===== src/lpfd_pkg.sv =====
// ----------------------------------------------------------------------------
// lpfd_pkg
// Types and constants for the length-prefixed frame deframer.
// ----------------------------------------------------------------------------
package lpfd_pkg;

    typedef struct packed {
        logic       opcode;
        logic [7:0] data_byte;
    } lpfd_in_t;

    typedef struct packed {
        logic [2:0] status;
        logic [7:0] payload_byte;
        logic [7:0] source_node;
        logic       last;
    } lpfd_out_t;

    typedef enum logic [4:0] {
        PH_LEN   = 5'b00001,
        PH_MAGIC = 5'b00010,
        PH_SRC   = 5'b00100,
        PH_PAY   = 5'b01000,
        PH_DEAD  = 5'b10000
    } phase_t;

    localparam logic OP_BYTE = 1'b0;
    localparam logic OP_CONN = 1'b1;

    localparam logic [2:0] ST_PAYLOAD   = 3'd0;
    localparam logic [2:0] ST_EMPTY     = 3'd1;
    localparam logic [2:0] ST_BAD_MSG   = 3'd2;
    localparam logic [2:0] ST_BAD_LEN   = 3'd3;
    localparam logic [2:0] ST_ABORTED   = 3'd4;

    localparam logic [31:0] HDR_BYTES = 32'd8;
    localparam logic [1:0]  FIELD_END = 2'd3;

    localparam logic [0:3][7:0] MAGIC = {8'h50, 8'h43, 8'h50, 8'h31};

endpackage


===== src/length_prefixed_frame_deframer_core.sv =====
// ----------------------------------------------------------------------------
// length_prefixed_frame_deframer_core
// Splits a length-prefixed byte stream into validated payload transactions.
// ----------------------------------------------------------------------------
// Input channel (in_valid / in_stall / in_data): one stream byte or a
// new-connection marker per transaction. Output channel (out_valid /
// out_stall / out_data): zero or one result per input transaction, carrying
// status, payload byte, source node and last marker.
// own_node is written through cfg_wr_en / cfg_wr_data; the user must write
// it only while the block idles, as the block does not enforce this.
// Throughput: one input transaction per cycle while in_stall is low; the
// parse state update and header checks are combinational between the state
// registers and the output register (or the skid register under a stall).
// A two-entry output stage (output register plus skid register) lets input
// continue while one result waits; in_stall rises only when both entries
// hold results, i.e. after the receiver has stalled with a result pending
// and another result has been produced.
// Reset clears the parse state to expecting a length field, clears own_node
// and empties the output stage.
// ----------------------------------------------------------------------------
module length_prefixed_frame_deframer_core #(
    parameter int MAX_NODE_ID = 255,
    parameter int MAX_PAYLOAD = 65535
) (
    input  logic               clk,
    input  logic               rst_n,
    input  logic               cfg_wr_en,
    input  logic [7:0]         cfg_wr_data,
    input  logic               in_valid,
    output logic               in_stall,
    input  lpfd_pkg::lpfd_in_t in_data,
    output logic               out_valid,
    input  logic               out_stall,
    output lpfd_pkg::lpfd_out_t out_data
);
    import lpfd_pkg::*;

    localparam int REM_W = $clog2(MAX_PAYLOAD + 1);
    localparam logic [31:0] MAX_LEN = 32'(MAX_PAYLOAD) + HDR_BYTES;
    localparam logic [31:0] MAX_SRC = 32'(MAX_NODE_ID);

    logic [7:0]       own_node_reg;
    phase_t           phase_reg, phase_next;
    logic [1:0]       cnt_reg, cnt_next;
    logic [23:0]      len_reg, len_next;
    logic [REM_W-1:0] rem_reg, rem_next;
    logic [23:0]      src_reg, src_next;
    logic             bad_reg, bad_next;

    logic             out_valid_reg, skid_valid_reg;
    lpfd_out_t        out_data_reg, skid_data_reg;

    logic             accept;
    logic             res_valid;
    lpfd_out_t        res;
    logic [31:0]      len_full;
    logic [31:0]      src_full;
    logic             src_bad;
    logic             mid;
    logic             done;
    logic             out_free;

    assign accept   = in_valid && !skid_valid_reg;
    assign len_full = {len_reg, in_data.data_byte};
    assign src_full = {src_reg, in_data.data_byte};
    assign src_bad  = (src_full == 32'd0) || (src_full > MAX_SRC)
                      || (src_full == {24'd0, own_node_reg});
    assign mid      = (phase_reg == PH_MAGIC) || (phase_reg == PH_SRC)
                      || (phase_reg == PH_PAY)
                      || ((phase_reg == PH_LEN) && (cnt_reg != 2'd0));
    assign done     = (rem_reg == REM_W'(1));

    always_comb
    begin
        phase_next = phase_reg;
        cnt_next   = cnt_reg;
        len_next   = len_reg;
        rem_next   = rem_reg;
        src_next   = src_reg;
        bad_next   = bad_reg;
        res_valid  = 1'b0;
        res        = '0;
        if (in_data.opcode == OP_CONN)
        begin
            phase_next = PH_LEN;
            cnt_next   = 2'd0;
            len_next   = '0;
            rem_next   = '0;
            src_next   = '0;
            bad_next   = 1'b0;
            res_valid  = mid;
            res.status = ST_ABORTED;
        end
        else
        begin
            case (phase_reg)
                PH_LEN:
                begin
                    len_next = len_full[23:0];
                    cnt_next = cnt_reg + 2'd1;
                    if (cnt_reg == FIELD_END)
                    begin
                        if ((len_full < HDR_BYTES) || (len_full > MAX_LEN))
                        begin
                            phase_next = PH_DEAD;
                            res_valid  = 1'b1;
                            res.status = ST_BAD_LEN;
                        end
                        else
                        begin
                            rem_next   = REM_W'(len_full - HDR_BYTES);
                            bad_next   = 1'b0;
                            phase_next = PH_MAGIC;
                        end
                    end
                end
                PH_MAGIC:
                begin
                    if (in_data.data_byte != MAGIC[cnt_reg])
                    begin
                        bad_next = 1'b1;
                    end
                    cnt_next = cnt_reg + 2'd1;
                    if (cnt_reg == FIELD_END)
                    begin
                        src_next   = '0;
                        phase_next = PH_SRC;
                    end
                end
                PH_SRC:
                begin
                    src_next = src_full[23:0];
                    cnt_next = cnt_reg + 2'd1;
                    if (cnt_reg == FIELD_END)
                    begin
                        if (rem_reg == '0)
                        begin
                            phase_next = PH_LEN;
                            len_next   = '0;
                            src_next   = '0;
                            bad_next   = 1'b0;
                            res_valid  = 1'b1;
                            if (bad_reg || src_bad)
                            begin
                                res.status = ST_BAD_MSG;
                            end
                            else
                            begin
                                res.status      = ST_EMPTY;
                                res.source_node = src_full[7:0];
                            end
                        end
                        else
                        begin
                            bad_next   = bad_reg || src_bad;
                            phase_next = PH_PAY;
                        end
                    end
                end
                PH_PAY:
                begin
                    rem_next = rem_reg - REM_W'(1);
                    if (done)
                    begin
                        phase_next = PH_LEN;
                        cnt_next   = 2'd0;
                        len_next   = '0;
                        src_next   = '0;
                        bad_next   = 1'b0;
                    end
                    if (!bad_reg)
                    begin
                        res_valid        = 1'b1;
                        res.status       = ST_PAYLOAD;
                        res.payload_byte = in_data.data_byte;
                        res.source_node  = src_reg[7:0];
                        res.last         = done;
                    end
                    else if (done)
                    begin
                        res_valid  = 1'b1;
                        res.status = ST_BAD_MSG;
                    end
                end
                PH_DEAD:
                begin
                    phase_next = PH_DEAD;
                end
                default:
                begin
                    phase_next = PH_LEN;
                end
            endcase
        end
    end

    always_ff @(posedge clk or negedge rst_n)
    begin
        if (!rst_n)
        begin
            own_node_reg <= '0;
        end
        else if (cfg_wr_en)
        begin
            own_node_reg <= cfg_wr_data;
        end
    end

    always_ff @(posedge clk or negedge rst_n)
    begin
        if (!rst_n)
        begin
            phase_reg <= PH_LEN;
            cnt_reg   <= '0;
            len_reg   <= '0;
            rem_reg   <= '0;
            src_reg   <= '0;
            bad_reg   <= 1'b0;
        end
        else if (accept)
        begin
            phase_reg <= phase_next;
            cnt_reg   <= cnt_next;
            len_reg   <= len_next;
            rem_reg   <= rem_next;
            src_reg   <= src_next;
            bad_reg   <= bad_next;
        end
    end

    assign out_free = !out_valid_reg || !out_stall;

    always_ff @(posedge clk or negedge rst_n)
    begin
        if (!rst_n)
        begin
            out_valid_reg  <= 1'b0;
            skid_valid_reg <= 1'b0;
        end
        else if (out_free)
        begin
            out_valid_reg  <= skid_valid_reg || (accept && res_valid);
            skid_valid_reg <= 1'b0;
        end
        else if (accept && res_valid)
        begin
            skid_valid_reg <= 1'b1;
        end
    end

    always_ff @(posedge clk)
    begin
        if (out_free)
        begin
            out_data_reg <= skid_valid_reg ? skid_data_reg : res;
        end
        else if (accept && res_valid)
        begin
            skid_data_reg <= res;
        end
    end

    assign in_stall  = skid_valid_reg;
    assign out_valid = out_valid_reg;
    assign out_data  = out_data_reg;

endmodule

===== config.mk =====
export PLATFORM = sky130hd
export DESIGN_NAME = length_prefixed_frame_deframer_core
export DESIGN_NICKNAME = d
export VERILOG_FILES = /design/src/lpfd_pkg.sv /design/src/length_prefixed_frame_deframer_core.sv
export SDC_FILE = /design/constraint.sdc
export NUM_CORES = 1
export LEC_CHECK = 0
export ABC_AREA = 1
export BUFFER_PORTS_ARGS = -buffer_cell sky130_fd_sc_hd__buf_2
export CAP_MARGIN = 30
export CORE_MARGIN = 5
export CORE_UTILIZATION = 30
export CTS_CLUSTER_DIAMETER = 60
export DETAILED_ROUTE_END_ITERATION = 16
export GPL_TIMING_DRIVEN = 0
export PLACE_DENSITY = 0.52
export SYNTH_ARGS = -nofsm -noshare
export SYNTH_HDL_FRONTEND = slang
export SYNTH_SLANG_ARGS = --single-unit

===== constraint.sdc =====
create_clock -name clk -period 4.7 [get_ports clk]
set_clock_uncertainty 0.1 [all_clocks]
set_input_delay 0.47 -clock clk [delete_from_list [all_inputs] [get_ports clk]]
set_output_delay 0.47 -clock clk [all_outputs]
set_load 0.005 [all_outputs]

==> results.md, run 1 <==
- The synthesized area divided by synthesized cell count is 8.10 um2.
- The first detailed-routing pass took 5 iterations.
- The slew at the pin closest to its max-slew limit is 0.894 ns.
- Routability-driven placement finished with a final weighted congestion of around 0.9.
- Relative to the synthesized area, the layout overhead comes to 17.7%.
- The number of synthesized flops with an enable pin is 40.
- The netlist area before placement is 0.00660 mm2.
- The clock root buffer master is sky130_fd_sc_hd__clkbuf_16.
- For this run the aggregate overflow at the end of global routing stands at 0.
- The CTS tree is done.
- STA puts the critical path data required time at 4.64 ns.
- Across all layers, the routed design uses 5,359 vias.
- The share of final-layout standard cells stronger than drive strength 1 is 15.5%.
- Across every metal layer, demand over resource in global routing totals 14.4%.
- Data on the critical path arrives at its endpoint at 2.80 ns.
- The cell with the most instances after synthesis is sky130_fd_sc_hd__nand2_1.
- The number of diodes added for antenna fixing is 0.
- The worst register-to-register path has a setup slack of 1.85 ns.
- The design draws 0.00419 W.
- Ranked by instance count, the synthesized netlist is headed by sky130_fd_sc_hd__nand2_1 (271), sky130_fd_sc_hd__nand3_1 (88), sky130_fd_sc_hd__nor2_1 (86), sky130_fd_sc_hd__dfrtp_1 (81), sky130_fd_sc_hd__inv_1 (49).
- The H-tree generated during clock tree synthesis spans 4 levels.
- The max-slew violation total from the final report came to 0.
- In this run, synthesis produced a sequential element count of 122.
- The leakage power figure is 3.75 nW.
- Setup repair after global routing left no endpoint under its margin.
- For this run, the leading register cell type out of synthesis is sky130_fd_sc_hd__dfrtp_1.
- During synthesis, Yosys emitted a total of 0 warnings.
- Fill cells in the final layout number 2,297.
- The cell count after synthesis came out at 815.
- The total number of placement rows is 54.
- The die covers between 0.02 and 0.03 mm2.
- The number of top-level pins is 44.
- In the finished design, the share of the clock period the worst path needs comes to 60.7%.
- The final net count is 904.
- Using the TritonRoute via totals, the vias-per-cell ratio works out to 4.58.
- The number of nets in the synthesized netlist is about 840.
- The kind of path behind the tightest hold check is input pin to flop.
- The relative slew slack is 40.3%.
- The initial antenna violation count is 0.
- The total setup violations reported at the end of the flow is 0.
- Port buffering added 40 buffers.
- Max-cap violations in this run came to 0.
- The pin count of the biggest net entering global routing is 55.
- The number of post-CTS setup repair buffers is 0.
- The first global-routing pass estimated 28.1 mm of wire.
- The critical path endpoint category is a flop.
- The starting density of the core is 30.3%.
- Sequential cells were found to cover 49.3% of the synthesized design area.
- The largest driver fanout on the critical path is 20.
- Once layout is complete, the cells apart from fillers number approximately 1.2k.
- The insertion delay of the later-clocked pin in the worst-skew pair is 0.42 ns.
- The achievable clock frequency is 351 MHz.
- The DRC marker count from the first detailed-route iteration is 355.
- In the final timing run, aggregate negative setup slack is 0 ns.
- Across all hold checks on the routed design, the worst slack comes to ~0.16 ns.
- After synthesis, the cell types taking the most area are sky130_fd_sc_hd__dfrtp_1 (31%), sky130_fd_sc_hd__edfxtp_1 (18%), sky130_fd_sc_hd__nand2_1 (15%).
- The fraction of synthesis flops using an asynchronous set or reset pin is 67.2%.
- Measured along the x axis, the die boundary spans 158 um.
- The cell count after placement is 1,136.
- The flow ran to the end, and the final reports show no timing, DRC or antenna violations.
- The power density normalized to cell area is roughly 540 mW/mm2.
- After detailed routing, the number of remaining DRC violations is 0.
- In the final routed layout, each cell accounts on average for 14.5 um.
- Of the post-synthesis cell area, the dominant cell type holds 30.7%.
- The shortest period the worst path allows is 2.85 ns.
- The peak ir drop on the vdd network is between 0.0002 and 0.00025 V.
- The number of buffers inserted during clock tree synthesis is 17.
- The clock passes through at most 2 buffers.
- The hold violation total from the final report is 0.
- Yosys mapped the design onto 43 distinct sky130hd cell types.
- The top cell type by total area after synthesis is sky130_fd_sc_hd__dfrtp_1.
- The final layout contains routed wiring with a total length of 17.0 mm.
- The worst setup path is launched from a flop.
- The clock sink count is 122.
- The floorplan step defined a core boundary enclosing roughly 0.022 mm2.
- The detailed placer's ending HPWL is 12.6 mm.
- The via count of the first global-routing pass is ~5.2k.
- The count of nets left with antenna violations once routing finished came out at 0.
- By startpoint and endpoint, the worst setup path is classified as flop to flop.
- Clock-pin slew was measured on the worst setup and hold paths at about 0.06 ns.
- The floorplan step set the die height to between 150 and 200 um.
-- worst max-delay path, cell delays in order (launching register included) --
cell and delay [ns]:
sky130_fd_sc_hd__dfrtp_1 0.43, sky130_fd_sc_hd__inv_1 0.13, sky130_fd_sc_hd__nand4_2 0.20, sky130_fd_sc_hd__buf_2 0.26, sky130_fd_sc_hd__nor2_2 0.34, sky130_fd_sc_hd__nor2_1 0.10, sky130_fd_sc_hd__nand2_1 0.07, sky130_fd_sc_hd__inv_1 0.05
sky130_fd_sc_hd__nand2_1 0.12, sky130_fd_sc_hd__nand3_1 0.10, sky130_fd_sc_hd__inv_1 0.59
-- cell usage in the layout (no fill, tap or decap), types with 13 or more instances in the layout --
cell type / n
sky130_fd_sc_hd__nand2_1: 271
sky130_fd_sc_hd__nand3_1: 88
sky130_fd_sc_hd__nor2_1: 86
sky130_fd_sc_hd__dfrtp_1: 81
sky130_fd_sc_hd__inv_1: 49
sky130_fd_sc_hd__buf_2: 45
sky130_fd_sc_hd__o21ai_0: 42
sky130_fd_sc_hd__edfxtp_1: 40
sky130_fd_sc_hd__a21oi_1: 21
sky130_fd_sc_hd__clkbuf_16: 17
sky130_fd_sc_hd__clkbuf_1: 15
sky130_fd_sc_hd__nand4_1: 13
-- worst paths after layout --
| path | start | to | cells past startpoint |
|---|---|---|---|
| worst max-delay path | phase_reg[4] | skid_data_reg[12] | 10 |
| worst min-delay path | cfg_wr_data[6] | own_node_reg[6] | 3 |
| worst max register to register | phase_reg[4] | skid_data_reg[12] | 10 |
| worst min register to register | len_reg[23] | len_reg[23] | 2 |
| max in group asynchronous | rst_n | src_reg[4] | 3 |
| min in group asynchronous | rst_n | len_reg[14] | 2 |
-- per-layer routing --
metal	share of wire (%)	vias up	global-route usage [%]
met3	3.8	16	2.80
met1	53	2434	21.6
met5	0	-	0
li1	-	2804	-
met4	1.6	0	5.16
met2	42	105	20.5
-- through the flow --
step                setup WS (ns)  instance area [um2]  util (%)
finish                       1.85                 7770      35.7
global route                 1.58                 7770      35.7
CTS                          1.83                 7770      35.7
detailed placement           1.84                 7180      33.0
global placement             1.83                 7150      32.9
floorplan                    2.41                 6600         -
-- layout make-up --
cell class,instances,area [um2],share of cell area [%]
Timing Repair Buffer,42,240,3.09
Clock inverter,9,123,1.58
Multi-Input combinational cell,607,2940,37.8
Buffer,30,193,2.48
Inverter,56,213,2.74
Sequential cell,122,3250,41.9
Tap cell,280,350,4.51
Clock buffer,23,458,5.89
-- cells by family (layout without fill, tap and decap cells) --
kind of cell	count (synthesis)	count (layout)	share of synthesized area, %
mux	3	3	0.512
compound gates	89	89	7.68
buf+inv	86	160	6.14
simple gates	500	500	34.0
fa+ha+maj	6	6	1.14
flops	122	122	49.3
xor+xnor	9	9	1.19
-- power by group --
group	internal (W)	switching (W)
logic	0.000480	0.000872
clock network	0.000842	0.000471
registers	0.00132	0.000205
-- timing repair --
action,CTS,global route
resized for setup,0,0
endpoints found under the hold margin,27,0
hold buffers,1,0
(Power assumes the default switching activity.)
==> run 2: changes to the inputs <==
Settings changed: ABC_AREA 1 to 0.
Clock period 4.7 ns to 2.8 ns, I/O delays scaled along.
==> run 2 against run 1 <==
Against the previous run: worst hold slack lost 0.095 ns; sequential share of layout area shrank 1.1 points; count of clock-buffer cells in the layout grew 2; flip-flop and latch count is the same; non-clock buffer count grew 37; utilization grew 1.2 points; cell count shrank 10%; sequential power grew 64%; critical path type unchanged; largest power group unchanged.
==> results.md, run 2 <==
- Once routing completed, OpenROAD measured the worst setup slack at 0.103 ns.
- The path class of the tightest hold or removal check is input pin to flop.
- The floorplan step defined a die boundary enclosing 0.0248 mm2.
- The achievable clock frequency is approximately 370 MHz.
- The final net count is 787.
- The run finished with clean final reports.
- The tool flagged a number of max-cap violations equal to 0.
- The detailed placer's ending HPWL is 12.9 mm.
- In the final routed layout, each cell accounts on average for 17.4 um.
- OpenSTA, run right after detailed placement, puts the worst setup slack at -0.556 ns.
- When the netlist entered floorplanning its net count stood at 706.
- The synthesized area divided by synthesized cell count is 9.61 um2.
- The count of vias placed by the detailed router is 5,359.
- The detailed route wirelength on metal3 is 997 um.
- The fraction of synthesis flops using an asynchronous set or reset pin is 67.2%.
- Ranked by total cell area, the synthesized netlist is headed by sky130_fd_sc_hd__dfrtp_1 (31%), sky130_fd_sc_hd__edfxtp_1 (18%), sky130_fd_sc_hd__nand2_1 (4.8%).
- The number of warnings issued by yosys is 0.
- The commonest non-fill, non-tap cell in the layout is sky130_fd_sc_hd__nand2_1.
- During I/O placement, the number of pins put on the boundary was 44.
- The post-synthesis to final-layout area growth is 22.4%.
- The number of buffers inserted during clock tree synthesis is 17.
- The post-detailed-route DRC marker count is 0.
- Headroom to the max-slew limit came out at about two fifths.
- The total number of placement rows is 54.
- The endpoint of the worst register-to-register path is skid_data_reg[19].
- Using the TritonRoute via totals, the vias-per-cell ratio works out to about 5.1.
- For the pin with the worst max-slew slack, the measured transition is between 0.8 and 0.9 ns.
- In this run the remaining antenna-violating nets after routing total 0.
- VDD sags by at most between 0.0004 and 0.0005 V.
- The required time of the critical path is ~2.8 ns.
- In the finished design, the share of the clock period the worst path needs comes to 96.3%.
- Sequential cells were found to cover 49.9% of the synthesized design area.
- Once the floorplan was initialized, standard cells occupied a little under a third of the core.
- Synthesis produced just under 700 cells.
- The launch instance of the worst register-to-register path is rem_reg[0].
- After synthesis the cells add up to 0.00652 mm2.
- Summed over all layers, the routed wires come to 18.3 mm.
- In this run the biggest area consumer among cell types represents 31.1% of the synthesized area.
- The cell count after placement is 997.
- The first routing iteration left just over 400 violations.
- In this run, distinct cell masters in the synthesized netlist total a little under 70.
- The critical path goes through inv_2 > ha_2 > or3b_4 > nor3_4 > buf_4 > a31oi_1 > nand2b_1 > a21oi_1 > nor4_4 > buf_4 > buf_4.
- The H-tree was split into 4 levels.
- The worst hold slack is roughly 0.063 ns.
- The shortest period the worst path allows is 2.70 ns.
- The congestion estimate from routability-driven global placement came to between 0.8 and 0.9.
- The overall power is 0.00693 W.
- The critical path crosses 11 cells after its start point.
- The area of the core is 0.0216 mm2.
- The critical path endpoint is skid_data_reg[19].
- Of all nets on the critical path, the largest fanout is 5.
- For this design the static power due to leakage is 3.30 nW.
- The setup TNS is 0 ns.
- The initial antenna violation count is 0.
- Of the cells placed in the final design, the portion with a size suffix greater than 1 is 19.6%.
- The routed length on met2 is 8.22 mm.
- The kind of cell with the highest combined delay along the critical path is simple AND/OR/NAND/NOR gates.
- The max-slew violation total from the final report came to 0.
- The CTS tree is done.
- The top cell types in the final layout, fill and taps aside, are sky130_fd_sc_hd__nand2_1 (83), sky130_fd_sc_hd__dfrtp_1 (81), sky130_fd_sc_hd__buf_2 (47).
- The length in cells of the worst reg-to-reg path is 11.
- The clock passes through at most 2 buffers.
- The worst setup slack for register-to-register paths is 0.10 ns.
- Setup violations remaining at the end of the flow were counted as 0.
- The detailed router used layers up to and including met4.
- The arrival time at the worst endpoint is ~2.7 ns.
- Among all flip-flop cells after synthesis, the most frequent one is sky130_fd_sc_hd__dfrtp_1.
- The top cell type by total area after synthesis is sky130_fd_sc_hd__dfrtp_1.
- On the critical path, the stage with the largest delay is an instance of sky130_fd_sc_hd__or3b_4.
- The global-route usage over all layers is 15.2%.
- The aggregate global routing overflow is 0.
- The number of diodes added for antenna fixing is 0.
- The clock root buffer master is sky130_fd_sc_hd__clkbuf_16.
- Among all cell types in the netlist, the one instantiated most often is sky130_fd_sc_hd__nand2_1.
- The maximum single-stage delay on the critical path is between 0.4 and 0.5 ns.
- By instance count, the cell type seen most on the critical path is sky130_fd_sc_hd__buf_4.
- The first-pass GRT wire length is 29.3 mm.
- The synthesized design contains 40 enable-type register cells.
- The power density normalized to cell area is 869 mW/mm2.
- The insertion delay of the later-clocked pin in the worst-skew pair is approximately 0.42 ns.
- The worst setup path is launched from a flop.
- The number of buffer and inverter instances along the worst setup path is 4.
- The number of synthesized register bits is 122.
- The hold violation total from the final report is 0.
- The die is 157 um tall.
- Input and output buffers added on the ports amount to 36.
- Entering global routing, the biggest net connects 53 pins.
- The start point of the critical path is rem_reg[0].
- Ranked by instance count, the synthesized netlist is headed by sky130_fd_sc_hd__nand2_1 (83), sky130_fd_sc_hd__dfrtp_1 (81), sky130_fd_sc_hd__nor2_1 (45), sky130_fd_sc_hd__inv_1 (42).
- The finished layout holds 1,052 standard cells, fillers aside.
- In this run the horizontal extent of the chip is around 160 um.
- The tree built by TritonCTS fans out to around 120 sinks.
- The start-to-end type of the worst setup path is flop to flop.
- The clock-pin slew on the worst setup and hold paths is approximately 0.05 ns.
- The number of optimization iterations in the first detailed-route pass is 5.
- STA classifies the critical path endpoint as a flop.
- The via count of the first global-routing pass is 5,277.
- The wire length the detailed router placed on met1 is 8.87 mm.
run 2: changes by cell type in the layout (fill, tap and decap cells not counted), moves of 12 or more:
cell / before / now
sky130_fd_sc_hd__nand2_1: 271 / 83
sky130_fd_sc_hd__nand3_1: 88 / 32
sky130_fd_sc_hd__nor2_1: 86 / 45
sky130_fd_sc_hd__o21ai_1: 9 / 40
sky130_fd_sc_hd__o31ai_1: 2 / 24
sky130_fd_sc_hd__o21ai_0: 42 / 22
sky130_fd_sc_hd__nor4_1: 1 / 20
sky130_fd_sc_hd__mux2_2: 3 / 20
sky130_fd_sc_hd__a22oi_1: 2 / 15
sky130_fd_sc_hd__buf_4: 4 / 16
sky130_fd_sc_hd__xnor2_1: 4 / 16
run 2: power by group:
part / switching, W / internal (W) / leakage, nW
clock network: 0.000817 / 0.00143 / 0.297
logic: 0.00134 / 0.000853 / 1.47
registers: 0.000311 / 0.00219 / 1.53
total: 0.00247 / 0.00446 / 3.30
run 2: metrics by stage:
stage          area [um2]  util (%)
2_1_floorplan        6530         -
3_3_place_gp         7060      32.7
3_5_place_dp         7110      32.9
4_1_cts              7860      36.3
5_1_grt              7980      36.9
6_report             7980      36.9
run 2: worst min-delay path by stage:
stage,from,endpoint,slack (ns),cells after the start
finish,in_valid,out_valid,0.06,3
global route,in_data[3],src_reg[3],0.05,3
CTS,in_data[3],src_reg[3],0.03,3
detailed placement,rst_n,len_reg[21],0.16,1
global placement,len_reg[16],len_reg[16],0.37,2
floorplan,rst_n,bad_reg,-0.12,0
run 2: cell type report:
type / instances / area, um2
fillers: 2229 / 13600
plain buffers: 47 / 246
multi-input cells: 467 / 2910
flip-flops and latches: 122 / 3250
clock buffers: 25 / 538
inverters: 42 / 158
clock inverters: 7 / 73.8
well taps: 280 / 350
repair buffers: 62 / 444
run 2: metal layers:
metal	vias to the layer above	GRT usage (%)
met5	-	0
met4	0	4.59
met3	15	3.35
met2	147	23.1
met1	2588	21.6
li1	2609	-
run 2: logic make-up (layout without fill, tap and decap cells):
group,after synthesis,count (layout),share of synthesized area [%]
AO/OA/AOI/OAI,162,162,16.1
multiplexers,21,21,3.61
flip-flops,122,122,49.9
adder cells (fa/ha/maj),6,6,1.15
XOR/XNOR,22,22,2.96
AND/OR/NAND/NOR,256,256,20.1
buffers and inverters,89,183,6.16
run 2: repair_timing:
item	4_1_cts	5_1_grt
hold buffers	10	0
gates cloned	0	1
gates resized for setup	3	9
hold endpoints to repair	38	0
setup endpoints to repair	43	59
pin swaps	2	4
setup buffers	2	9
run 2: worst min-delay path: stages:
cell and delay [ns]:
sky130_fd_sc_hd__buf_2 0.12, sky130_fd_sc_hd__nand3_1 0.06, sky130_fd_sc_hd__o211ai_1 0.07
==> run 3: changes to the inputs <==
Settings changed: CTS_CLUSTER_SIZE from default to 30, RECOVER_POWER from default to 25.
==> run 3 against run 2 <==
Against the previous run: the run now ends with max-capacitance violations, max-slew violations left; critical path depth is the same; sequential share of layout area is essentially flat; critical endpoint unchanged; non-clock buffer count is the same; die area is the same; first-iteration DRC count is the same; cell count is the same; global-route usage is the same; highest routed layer unchanged.
==> results.md, run 3 (synthesis gave the netlist of run 2 again) <==
- The flow ran to the end, but the final reports show violations.
- The final reports fail on max-capacitance violations, max-slew violations.
- The worst hold path begins at in_valid.
- The total setup violations reported at the end of the flow is 0.
- The most numerous cell type found on the critical path is sky130_fd_sc_hd__buf_4.
- The floorplan has 54 rows.
- The clock-pin slew on the worst setup and hold paths is 0.05 ns.
- The kind of launch point of the worst setup path is a flop.
- The clock tree synthesis step divided the H-tree into 4 levels.
- The routed design has 18.3 mm of wire.
- In the layout the commonest cells are sky130_fd_sc_hd__nand2_1 (83), sky130_fd_sc_hd__dfrtp_1 (81), sky130_fd_sc_hd__buf_2 (47).
- The start-to-end type of the worst setup path is flop to flop.
- The number of diodes added for antenna fixing is 0.
- The total area inside the core boundary comes to ~0.022 mm2.
- Dividing the detail-routed via count by the number of cells gives 5.08.
- The achievable clock frequency is 371 MHz.
- Data on the critical path arrives at its endpoint at roughly 2.7 ns.
- The DRC marker count from the first detailed-route iteration is between 400 and 500.
- The hold violation total from the final report came to 0.
- The clock net in this run drives a total of 122 sinks.
- The instance count along the most critical hold path is 3.
- After detailed routing, the average wire length per cell comes to between 15 and 20 um.
- For the worst flop-to-flop path, the logic depth is 11.
- The port buffer count is 36.
- The setup check on the worst reg-to-reg path leaves a slack of 0.10 ns.
- After layout, the minimum clock period comes to 2.70 ns.
- Detailed routing inserted a total of 5,349 vias.
- The kind of path behind the tightest hold check is input pin to flop.
- The slew at the pin closest to its max-slew limit is approximately 1.9 ns.
- Across every metal layer, demand over resource in global routing totals 15.2%.
- The critical path goes through inv_2 > ha_2 > or3b_4 > nor3_4 > buf_4 > a31oi_1 > nand2b_1 > a21oi_1 > nor4_4 > buf_4 > buf_4.
- The max-slew violation total from the final report is 31.
- The critical path endpoint category is a flop.
- The starting density of the core is a little under a third.
- In this run the horizontal extent of the chip is 157 um.
- The clock root buffer master is sky130_fd_sc_hd__clkbuf_16.
- The first TritonRoute pass finished after 5 iterations.
- The worst register-to-register path begins at rem_reg[0].
- Of all nets on the critical path, the largest fanout is 5.
- For this design the static power due to leakage is 3.30 nW.
- The remaining number of nets flagged by the antenna check after routing is 0.
- In this run the vertical extent of the chip is approximately 160 um.
- The cell type of the slowest stage on the worst timing path is sky130_fd_sc_hd__or3b_4.
- Across the run, the number of max-cap violations was 1.
- The power density normalized to cell area is between 800 and 900 mW/mm2.
- The die covers roughly 0.025 mm2.
- The first global-routing pass estimated 29.3 mm of wire.
- Clock latency on the worst-skew pair, taken at its later pin, is 0.42 ns.
- In the final design database the tool counted 787 nets.
- The post-synthesis to final-layout area growth is 22.4%.
- The via count of the first global-routing pass is 5,277.
- The number of clock buffers added by TritonCTS is 17.
- The post-detailed-route DRC marker count is 0.
- Entering global routing, the biggest net connects 53 pins.
- Headroom to the max-slew limit came out at -27.0%.
- The worst-case IR drop observed on VDD is 0.000440 V.
- The longest clock path from root to sink contains 2 buffers.
- The post-route netlist has about a fifth of its cells at a drive strength greater than 1.
- The end point of the most critical hold path is out_valid.
- On the worst path, the slowest cell contributes a delay of 0.43 ns.
- The total overflow left after global routing is 0.
- Leaving out fill and tap cells, the most frequent cell in the layout is sky130_fd_sc_hd__nand2_1.
- In the finished design, the share of the clock period the worst path needs comes to between 90% and 100%.
- The overall power is 0.00694 W.
- The initial antenna violation count is 0.
- The weighted congestion reported at the end of routability-driven placement is 0.872.
- On the final layout, the worst hold slack is about 0.063 ns.
- The number of top-level pins is 44.
- The worst register-to-register path ends at skid_data_reg[19].
- Summed over all nets, the half-perimeter wirelength after detailed placement is 12.9 mm.
- The required time of the critical path is 2.83 ns.
- TritonCTS built the clock tree.
[run 3: repair_timing]
action                                  in CTS  in global routing
buffers inserted                             2                  9
resized for setup                            3                  9
endpoints found under the setup margin      43                 59
pin swaps                                    2                  4
hold buffers                                10                  0
cloned                                       0                  1
hold endpoints to repair                    38                  0
[run 3: worst max path at each step]
stage                     cells past startpoint  slack, ns           endpoint  startpoint
final                                        11       0.10  skid_data_reg[19]  rem_reg[0]
after global routing                         11      -0.02  skid_data_reg[16]  rem_reg[0]
after CTS                                    10       0.03        len_reg[19]  rem_reg[0]
after detailed placement                      7      -0.56   skid_data_reg[4]  rem_reg[6]
after global placement                        6      -0.75   skid_data_reg[5]  rem_reg[6]
after floorplan                               8      0.004   skid_data_reg[0]  rem_reg[0]
[run 3: final cells by class]
cell class | count | area [um2]
fillers | 2229 | 13600
flip-flops and latches | 122 | 3250
multi-input cells | 467 | 2910
clock buffers | 25 | 538
repair buffers | 62 | 440
well taps | 280 | 350
plain buffers | 47 | 246
inverters | 42 | 158
clock inverters | 7 | 73.8
[run 3: metrics by stage]
stage / setup slack [ns] / cell area (um2) / utilization, % / cells / setup TNS [ns]
floorplan: 0.00377 / 6530 / - / 678 / 0
global placement: -0.745 / 7060 / 32.7 / 994 / -16.06
detailed placement: -0.556 / 7110 / 32.9 / 997 / -9.63
CTS: 0.0293 / 7860 / 36.3 / 1041 / 0
global route: -0.0165 / 7980 / 36.9 / 1052 / -0.167
finish: 0.104 / 7980 / 36.9 / 1052 / 0
[run 3: worst max-delay path, delay by kind of cell (launching register included)]
| kind | cells | cell delay, ns |
|---|---|---|
| AO/OA/AOI/OAI | 2 | 0.23 |
| adder cells (fa/ha/maj) | 1 | 0.19 |
| buffers and inverters | 4 | 0.58 |
| flip-flops | 1 | 0.41 |
| AND/OR/NAND/NOR | 4 | 0.91 |
[run 3: per-layer routing]
layer  vias up  global-route usage [%]  share of wire (%)
met2       136                    23.1                 45
met1      2590                    21.6                 49
met5         -                       0                  0
met3        16                    3.35                5.2
li1       2607                       -                  -
met4         0                    4.59                1.2
[run 3: power by group]
group	internal, W	switching, W	total [W]
logic	0.000852	0.00135	0.00220
registers	0.00219	0.000311	0.00250
clock network	0.00143	0.000817	0.00224
